### src/hw/rtl/acck_pkg.sv
// ----------------------------------------------------------------------------
// acck_pkg: shared types and constants for the covered cell key unit
// Field widths, register indexes, datapath commands and the payload records
// used by the interfaces, the controller and the datapath.
// ----------------------------------------------------------------------------
`default_nettype none

package acck_pkg;

    localparam int COORD_W    = 32;
    localparam int INV_W      = 32;
    localparam int GRID_W     = 9;
    localparam int CELL_KEY_W = 24;
    localparam int WRAP_W     = 8;
    localparam int CFG_IDX_W  = 2;
    localparam int CFG_DATA_W = 32;

    localparam int N_AXES       = 3;
    localparam int N_CORNERS    = 6;
    localparam int CORNER_IDX_W = 3;

    // Signed 33 x 33 multiplier; the Q16.16 by Q16.16 product has 32 fraction bits.
    localparam int MUL_W      = 33;
    localparam int CELL_SHIFT = 32;

    localparam int MOD_BITS_PER_STEP = 8;
    localparam int MOD_STEPS         = COORD_W / MOD_BITS_PER_STEP;
    localparam int CTL_CNT_W         = 3;

    localparam int DEF_MAX_GRID_DIM = 256;
    localparam int DEF_MAX_SPAN     = 4;

    localparam logic [INV_W-1:0]  RST_INV_CELL_SIZE = 32'd65536;
    localparam logic [GRID_W-1:0] RST_GRID          = 9'd16;

    typedef enum logic [CFG_IDX_W-1:0] {
        REG_INV_CELL_SIZE = 2'd0,
        REG_GRID_X        = 2'd1,
        REG_GRID_Y        = 2'd2,
        REG_GRID_Z        = 2'd3
    } t_reg_idx;

    typedef enum logic [3:0] {
        OP_NONE,
        OP_CELL,
        OP_RANGE,
        OP_MOD_LOAD,
        OP_MOD_STEP,
        OP_MOD_DONE,
        OP_MUL_AREA,
        OP_MUL_TY,
        OP_MUL_TZ,
        OP_WALK_INIT,
        OP_WALK
    } t_dp_op;

    typedef struct packed {
        logic                    capture;
        t_dp_op                  op;
        logic [CORNER_IDX_W-1:0] cell_sel;
    } t_dp_cmd;

    typedef struct packed {
        logic out_free;
        logic at_end;
    } t_dp_sts;

    typedef struct packed {
        logic signed [COORD_W-1:0] low_x;
        logic signed [COORD_W-1:0] low_y;
        logic signed [COORD_W-1:0] low_z;
        logic signed [COORD_W-1:0] high_x;
        logic signed [COORD_W-1:0] high_y;
        logic signed [COORD_W-1:0] high_z;
    } t_box;

    typedef struct packed {
        logic [CELL_KEY_W-1:0] cell_key;
        logic [WRAP_W-1:0]     wrap_x;
        logic [WRAP_W-1:0]     wrap_y;
        logic [WRAP_W-1:0]     wrap_z;
        logic                  last;
        logic                  clipped;
    } t_key;

endpackage

`default_nettype wire

### src/hw/rtl/acck_controller.sv
// ----------------------------------------------------------------------------
// acck_controller: sequencer for the covered cell key unit
// Steps the datapath through cell index products, span clipping, the
// wrap reductions, the key term products and the cell walk.
// ----------------------------------------------------------------------------
`default_nettype none

module acck_controller import acck_pkg::*; (
    input  logic    i_clk,
    input  logic    i_rst_n,
    input  logic    i_req_valid,
    output logic    o_req_ready,
    output t_dp_cmd o_cmd,
    input  t_dp_sts i_sts
);

    typedef enum logic [3:0] {
        S_IDLE,
        S_CELL,
        S_RANGE,
        S_MLOAD,
        S_MSTEP,
        S_MDONE,
        S_AREA,
        S_TY,
        S_TZ,
        S_INIT,
        S_WALK
    } t_state;

    t_state               r_state;
    logic [CTL_CNT_W-1:0] r_cnt;

    always_ff @(posedge i_clk) begin
        if (!i_rst_n) begin
            r_state <= S_IDLE;
            r_cnt   <= '0;
        end else begin
            case (r_state)
                S_IDLE: begin
                    r_cnt <= '0;
                    if (i_req_valid) begin
                        r_state <= S_CELL;
                    end
                end
                S_CELL: begin
                    if (r_cnt == CTL_CNT_W'(N_CORNERS - 1)) begin
                        r_cnt   <= '0;
                        r_state <= S_RANGE;
                    end else begin
                        r_cnt <= r_cnt + CTL_CNT_W'(1);
                    end
                end
                S_RANGE: r_state <= S_MLOAD;
                S_MLOAD: begin
                    r_cnt   <= '0;
                    r_state <= S_MSTEP;
                end
                S_MSTEP: begin
                    if (r_cnt == CTL_CNT_W'(MOD_STEPS - 1)) begin
                        r_cnt   <= '0;
                        r_state <= S_MDONE;
                    end else begin
                        r_cnt <= r_cnt + CTL_CNT_W'(1);
                    end
                end
                S_MDONE: r_state <= S_AREA;
                S_AREA:  r_state <= S_TY;
                S_TY:    r_state <= S_TZ;
                S_TZ:    r_state <= S_INIT;
                S_INIT:  r_state <= S_WALK;
                S_WALK: begin
                    if (i_sts.out_free && i_sts.at_end) begin
                        r_state <= S_IDLE;
                    end
                end
                default: r_state <= S_IDLE;
            endcase
        end
    end

    // A new request is taken only between boxes; the output register keeps
    // the final key of the previous box until the receiver takes it.
    assign o_req_ready = (r_state == S_IDLE) && i_rst_n;

    always_comb begin
        o_cmd          = '0;
        o_cmd.op       = OP_NONE;
        o_cmd.capture  = (r_state == S_IDLE) && i_req_valid;
        o_cmd.cell_sel = r_cnt;
        case (r_state)
            S_CELL:  o_cmd.op = OP_CELL;
            S_RANGE: o_cmd.op = OP_RANGE;
            S_MLOAD: o_cmd.op = OP_MOD_LOAD;
            S_MSTEP: o_cmd.op = OP_MOD_STEP;
            S_MDONE: o_cmd.op = OP_MOD_DONE;
            S_AREA:  o_cmd.op = OP_MUL_AREA;
            S_TY:    o_cmd.op = OP_MUL_TY;
            S_TZ:    o_cmd.op = OP_MUL_TZ;
            S_INIT:  o_cmd.op = OP_WALK_INIT;
            S_WALK:  o_cmd.op = i_sts.out_free ? OP_WALK : OP_NONE;
            default: o_cmd.op = OP_NONE;
        endcase
    end

endmodule

`default_nettype wire

### config.mk
export PLATFORM = sky130hd
export DESIGN_NAME = acck_controller
export DESIGN_NICKNAME = d
export VERILOG_FILES = /design/src/hw/rtl/acck_pkg.sv /design/src/hw/rtl/acck_controller.sv
export SDC_FILE = /design/constraint.sdc
export NUM_CORES = 1
export LEC_CHECK = 0
export BUFFER_PORTS_ARGS = -buffer_cell sky130_fd_sc_hd__buf_2
export CORE_AREA = 4 4 41 43
export CTS_BUF_LIST = sky130_fd_sc_hd__clkbuf_16
export DETAILED_ROUTE_END_ITERATION = 8
export DIE_AREA = 0 0 45 47
export GPL_TIMING_DRIVEN = 0
export HOLD_SLACK_MARGIN = 0.08
export PLACE_DENSITY = 0.67
export SYNTH_ARGS = -nofsm -noshare
export SYNTH_HDL_FRONTEND = slang
export SYNTH_SLANG_ARGS = --single-unit
### constraint.sdc
create_clock -name i_clk -period 1.9 [get_ports i_clk]
set_clock_uncertainty 0.1 [all_clocks]
set_input_delay 0.095 -clock i_clk [delete_from_list [all_inputs] [get_ports i_clk]]
set_output_delay 0.095 -clock i_clk [all_outputs]
set_load 0.05 [all_outputs]
Yosys cells after proc, flatten, opt, wreduce, memory -nomap -nowiden --
Index checks and enable logic that the tools add are counted.
Word-level totals: output and inout port bits 9, logic and storage cells 36, input bits 5, flip-flop bits (word level) 7
Operators by class: muxes and demuxes 10, equality and inequality tests 16, $add $sub $neg 1, reduce and logical (&&, ||, !) cells 7
Operators by type and width (number):
- case mux 4 bit (11 select lines) | 1
- case mux 4 bit (10 select lines) | 1
- 2-to-1 mux 4 bit | 5
- == test 4 x 3 -> 1 bit, second input constant | 4
- == test 4 bit, second input constant | 3
- case mux 3 bit (3 select lines) | 1
- == test 4 x 2 -> 1 bit, second input constant | 2
- inequality test 2 bit, second input constant | 4
- 2-to-1 mux 3 bit | 2
- == test 4 x 1 -> 1 bit, second input constant | 1
- logical NOT 4 bit | 1
- AND reduction 4 bit | 1
- adder 3 x 1 -> 3 bit, second input constant | 1
- == test 3 x 2 -> 1 bit, second input constant | 1
- == test 3 bit, second input constant | 1
- logical AND 1 bit | 3
- nonzero test 3 bit | 1
- OR reduction 2 bit | 1

Longest topological paths before layout --
depth after elaboration 3, depth in mapped cells 6, gate-level depth less buffers 6

Worst setup path after synthesis --
OpenSTA, ideal clock, no wires.
kind flip-flop to flip-flop, start reg r_cnt[0], end reg r_state[1], clock period less this slack 1845 ps, required time 1741 ps, cell stages (with the launch flop) 6, path buffers 0, path slack 55 ps, library setup time 59 ps, arrival 1686 ps, cell sequence dfxtp_1 -> ha_1 -> and2_2 -> nand2_1 -> a2111oi_0 -> o31a_1
On the way: longest elaborated chain between the ends 3, elaborated cells on any way between the ends 5, classes of those cells eq/ne (4); reduce/logical (1)
RTL lines:
- start, declared | RTL line acck_controller.sv:32 | logic [CTL_CNT_W-1:0] r_cnt;
- start signal, assigned | RTL line acck_controller.sv:51 | r_cnt <= r_cnt + CTL_CNT_W'(1);
- start signal, assigned | RTL line acck_controller.sv:64 | r_cnt <= r_cnt + CTL_CNT_W'(1);
- == test 3 x 2 -> 1 bit or == test 3 bit (tied branches) | RTL line acck_controller.sv:60, acck_controller.sv:47
- inequality test 2 bit (no line)
- AND reduction 4 bit (no line) (*)
- end signal, assigned | RTL line acck_controller.sv:62 | r_state <= S_MDONE;
- end signal, assigned | RTL line acck_controller.sv:67 | S_MDONE: r_state <= S_AREA;
- end signal, assigned | RTL line acck_controller.sv:68 | S_AREA: r_state <= S_TY;
- end, declared | RTL line acck_controller.sv:31 | t_state r_state;
Mark *: on every way between the ends. The rest lies on a longest branch, timed or not. A chain may end at the register's enable or synchronous reset.

Final worst setup path --
Same ends and word-level chain as after synthesis.

==> results.rst <==
.. list-table::
   :header-rows: 1

   * - Metric
     - Value
   * - Number of hold-repair buffers added at the cts stage
     - 0
   * - Yosys reg bits
     - 7
   * - Synthesized area per cell
     - 7.43 sq um
   * - Slowest cell on the critical path
     - a2111oi_0
   * - Largest net degree at the start of global routing
     - 11
   * - Number of antenna violations at the first check in global routing
     - 0
   * - Layout overhead on the synthesized area
     - 28.1%
   * - Cells traversed along the worst timing path
     - ha_1, and2_2, nand2_1, a2111oi_0, o31a_1
   * - Kind of critical path
     - reg -> reg
   * - Setup slack on the worst flop-to-flop path
     - 0.24 ns
   * - Standard cell core area
     - 1300 sq um
   * - Hold path startpoint
     - i_rst_n
   * - Basic-gate share of the synthesized area counting and, or, nand and nor cells
     - 0.298
   * - Worst supply voltage drop on vdd
     - 0.407 mV
   * - Final WS setup
     - 0.235 ns
   * - End point of the most critical hold path
     - r_state[2]
   * - Die boundary width
     - 45 microns
   * - Remaining DRCs
     - 0
   * - Proportion of netlist area held by the largest area contributor
     - 0.242
   * - Post-DR vias/cell
     - 5.75
   * - Synthesized-area fraction occupied by xor and xnor cells
     - 0
   * - Setup repair after global routing missed its margin
     - no
   * - CTS tree
     - yes
   * - Fin Hold WS
     - 0.0788 ns
   * - Post-cts gate resize count
     - 0
   * - Hold Vio Cnt, Final
     - 0
   * - Share of cell area taken by muxes after synthesis
     - 0
   * - Cell at the root of the clock tree
     - clkbuf_16
   * - Startpoint of the worst register-to-register path
     - r_cnt[0]
   * - Peak fanout along the critical path
     - 5
   * - I/O Buffers
     - 13
   * - Number of global-route vias before repair
     - 525
   * - Cell Area, Synth
     - 579 sq um
   * - Fill cell total of the finished layout
     - 129
   * - Total setup violations reported at the end of the flow
     - 0
   * - Final core utilization
     - 0.570
   * - Clock edge transition at the registers on the reported setup and hold paths
     - 0.04 ns
   * - Clock H-tree levels
     - 1
   * - Switching share of power
     - 0.266
   * - Min Clock Period, post-route
     - 1.66 ns
   * - Static Leak
     - 0.339 nW
   * - Distinct cells, synth
     - 32
   * - Portion of total power attributed to sequential cells
     - 0.253
   * - Setup repair bufs after CTS
     - 0
   * - Cell Rows
     - 13
   * - Tightest slew margin relative to the limit
     - 0.724
   * - Signal arrival time at the worst endpoint
     - 1.74 ns
   * - Ports
     - 14
   * - Least-Margin Pin Slew
     - 0.404 ns
   * - Number of nets in the final layout
     - 106
   * - Area of the die
     - 2120 sq um
   * - Effective utilization at floorplan
     - 0.445
   * - Part of the power in the clock network
     - 0.552
   * - Proportion of layout cells with a drive suffix above 1
     - 0.221
   * - Remaining antenna violation count
     - 0
   * - Number of design-rule violations left by the first detailed-router iteration
     - 18
   * - Total instance count after detailed placement
     - 106
   * - Critical path buffer and inverter count
     - 0
   * - Cell count after synthesis
     - 78
   * - Total of max-cap violations
     - 0
   * - Cell type group with the largest total delay on the critical path
     - compound AO/OA/AOI/OAI gates
   * - Synth top area cells
     - dfxtp_1 24%, ha_1 11%, o21ai_0 6.0%
   * - Slowest cell delay on critical path
     - 0.44 ns
   * - Cell area reported after detailed placement
     - 663 sq um
   * - Post-route standard cell area excluding fillers
     - 742 sq um
   * - Category of the worst setup path capture point
     - register
   * - Internal power
     - 0.469 mW
   * - Synthesized-area fraction occupied by ao, oa, aoi and oai cells
     - 0.274
   * - DR WL/cell
     - 12.8 microns
   * - Setup Total Neg Slack
     - 0 ns
   * - P per Cell Area
     - 861 nW/um^2
   * - Total inserted antenna cells
     - 0
   * - Cts bufs inserted
     - 3
   * - Result of the run
     - finished, final reports clean
   * - Detailed Place HPWL
     - 1040 microns
   * - Aggregate global-route resource usage
     - 0.153
   * - First-pass GRT wire length
     - 2260 microns
   * - Arithmetic-cell share of the synthesized area counting full adders, half adders and majority gates
     - 0.108
   * - Number of sinks handled by clock tree synthesis
     - 7
   * - Clk buf depth
     - 2
   * - Upper clock frequency limit
     - 601 MHz
   * - Aggregate routed wire length
     - 1410 microns
   * - Slew Viols, Final
     - 0
   * - Switching power of the nets
     - 0.170 mW
   * - Power share of the combinational group
     - 0.195
   * - Gpl congestion
     - 0.792
   * - Worst slack at placement
     - 0.241 ns
   * - Sequential cell area fraction in the yosys report
     - 0.242
   * - Combinational family with the most area after synthesis
     - simple AND/OR/NAND/NOR gates
   * - Post-Syn Nets
     - 88
   * - Area leader, netlist
     - dfxtp_1
   * - Post-route clock period utilization
     - 0.876
   * - Depth of the most critical reg-to-reg path
     - 5
   * - Reg2Reg Capture Point
     - r_state[1]
   * - Count of cells along the worst hold path
     - 3
   * - Insertion delay of the later-clocked pin in the worst-skew pair
     - 0.23 ns
   * - Required time at the worst-slack endpoint
     - 1.97 ns
   * - Via Count
     - 632
   * - Category of the worst setup path launch point
     - register
   * - Yosys warns
     - 0
   * - Die Height
     - 47 microns
   * - Total congestion overflow after global routing
     - 0
   * - Min-delay worst type
     - in -> reg
   * - Post-route total power
     - 0.639 mW
   * - 1st-pass router iterations
     - 4
   * - Post-layout instance count excluding filler cells
     - 110
==> layout make-up <==
type	instances	area, sq um	area share
multi-input cells	61	394	0.531
flip-flops and latches	7	140	0.189
clock buffers	3	75.1	0.101
repair buffers	13	65.1	0.0877
plain buffers	4	22.5	0.0304
inverters	6	22.5	0.0304
well taps	15	18.8	0.0253
clock inverters	1	3.75	0.00506
==> cell usage after synthesis <==
master and n:
and2_1 3, and3b_1 1, and3_1 3, o21a_1 1
nor4bb_1 1, nand2b_1 3, nor4_1 1, a311o_1 1
a21oi_1 5, nor2b_1 1, a31o_1 1, o21ai_0 7
ha_1 5, and2_2 1, o31a_1 1, o22ai_1 1
inv_1 6, o311a_1 1, or2_1 1, a211oi_1 1
dfxtp_1 7, a21boi_0 1, buf_4 1, nand2_1 6
or3_1 1, a2111oi_0 2, o2bb2ai_1 1, nand3b_1 1
nor2_1 8, buf_2 3, a31oi_1 1, nor3_1 1
==> power groups by stage <==
stage	Combinational, mW	Clock, mW	Sequential (mW)
floorplan	0.0855	0	0.171
global route	0.136	0.367	0.163
detailed placement	0.124	0	0.164
global placement	0.122	0	0.164
finish	0.125	0.353	0.161
CTS	0.124	0.360	0.161
==> per-layer routing <==
layer,vias to the layer above,global-route usage,part of all wire
met4,0,0.117,0.026
met5,-,0,0
met1,287,0.182,0.46
met2,23,0.240,0.45
met3,5,0.0345,0.066
li1,317,-,-
==> tightest hold or removal path: stages <==
cell and delay (ns):
buf_2 0.15, nand2b_1 0.08, a21oi_1 0.03
==> flip-flops by register name (all words and copies together) (netlist names) <==
register and cells:
r_cnt 3, r_state 4
==> cell families after synthesis <==
| family | after synthesis |
|---|---|
| buffers and inverters | 10 |
| and+or+nand+nor | 32 |
| AOI/OAI and AO/OA | 24 |
| adders and majority gates | 5 |
| DFF | 7 |
==> cells in the final DEF, fill, tap and decap left out, types with 2 or more instances in the layout <==
| master | Yosys | routed |
|---|---|---|
| a2111oi_0 | 2 | 2 |
| a21oi_1 | 5 | 5 |
| and2_1 | 3 | 3 |
| and3_1 | 3 | 3 |
| buf_2 | 3 | 16 |
| clkbuf_16 | 0 | 3 |
| dfxtp_1 | 7 | 7 |
| ha_1 | 5 | 5 |
| inv_1 | 6 | 7 |
| nand2_1 | 6 | 6 |
| nand2b_1 | 3 | 3 |
| nor2_1 | 8 | 8 |
| o21ai_0 | 7 | 7 |
==> worst max path at each step <==
stage / startpoint / end / slack (ns) / cells after the start
4_1_cts: r_cnt[0] / r_state[1] / 0.22 / 5
6_report: r_cnt[0] / r_state[1] / 0.24 / 5
2_1_floorplan: r_cnt[0] / r_state[1] / 0.05 / 5
3_3_place_gp: r_cnt[0] / r_state[1] / 0.27 / 5
3_5_place_dp: r_cnt[0] / r_state[1] / 0.24 / 5
5_1_grt: r_cnt[0] / r_state[1] / 0.13 / 5
No activity file was read; power rests on OpenSTA's default activity.
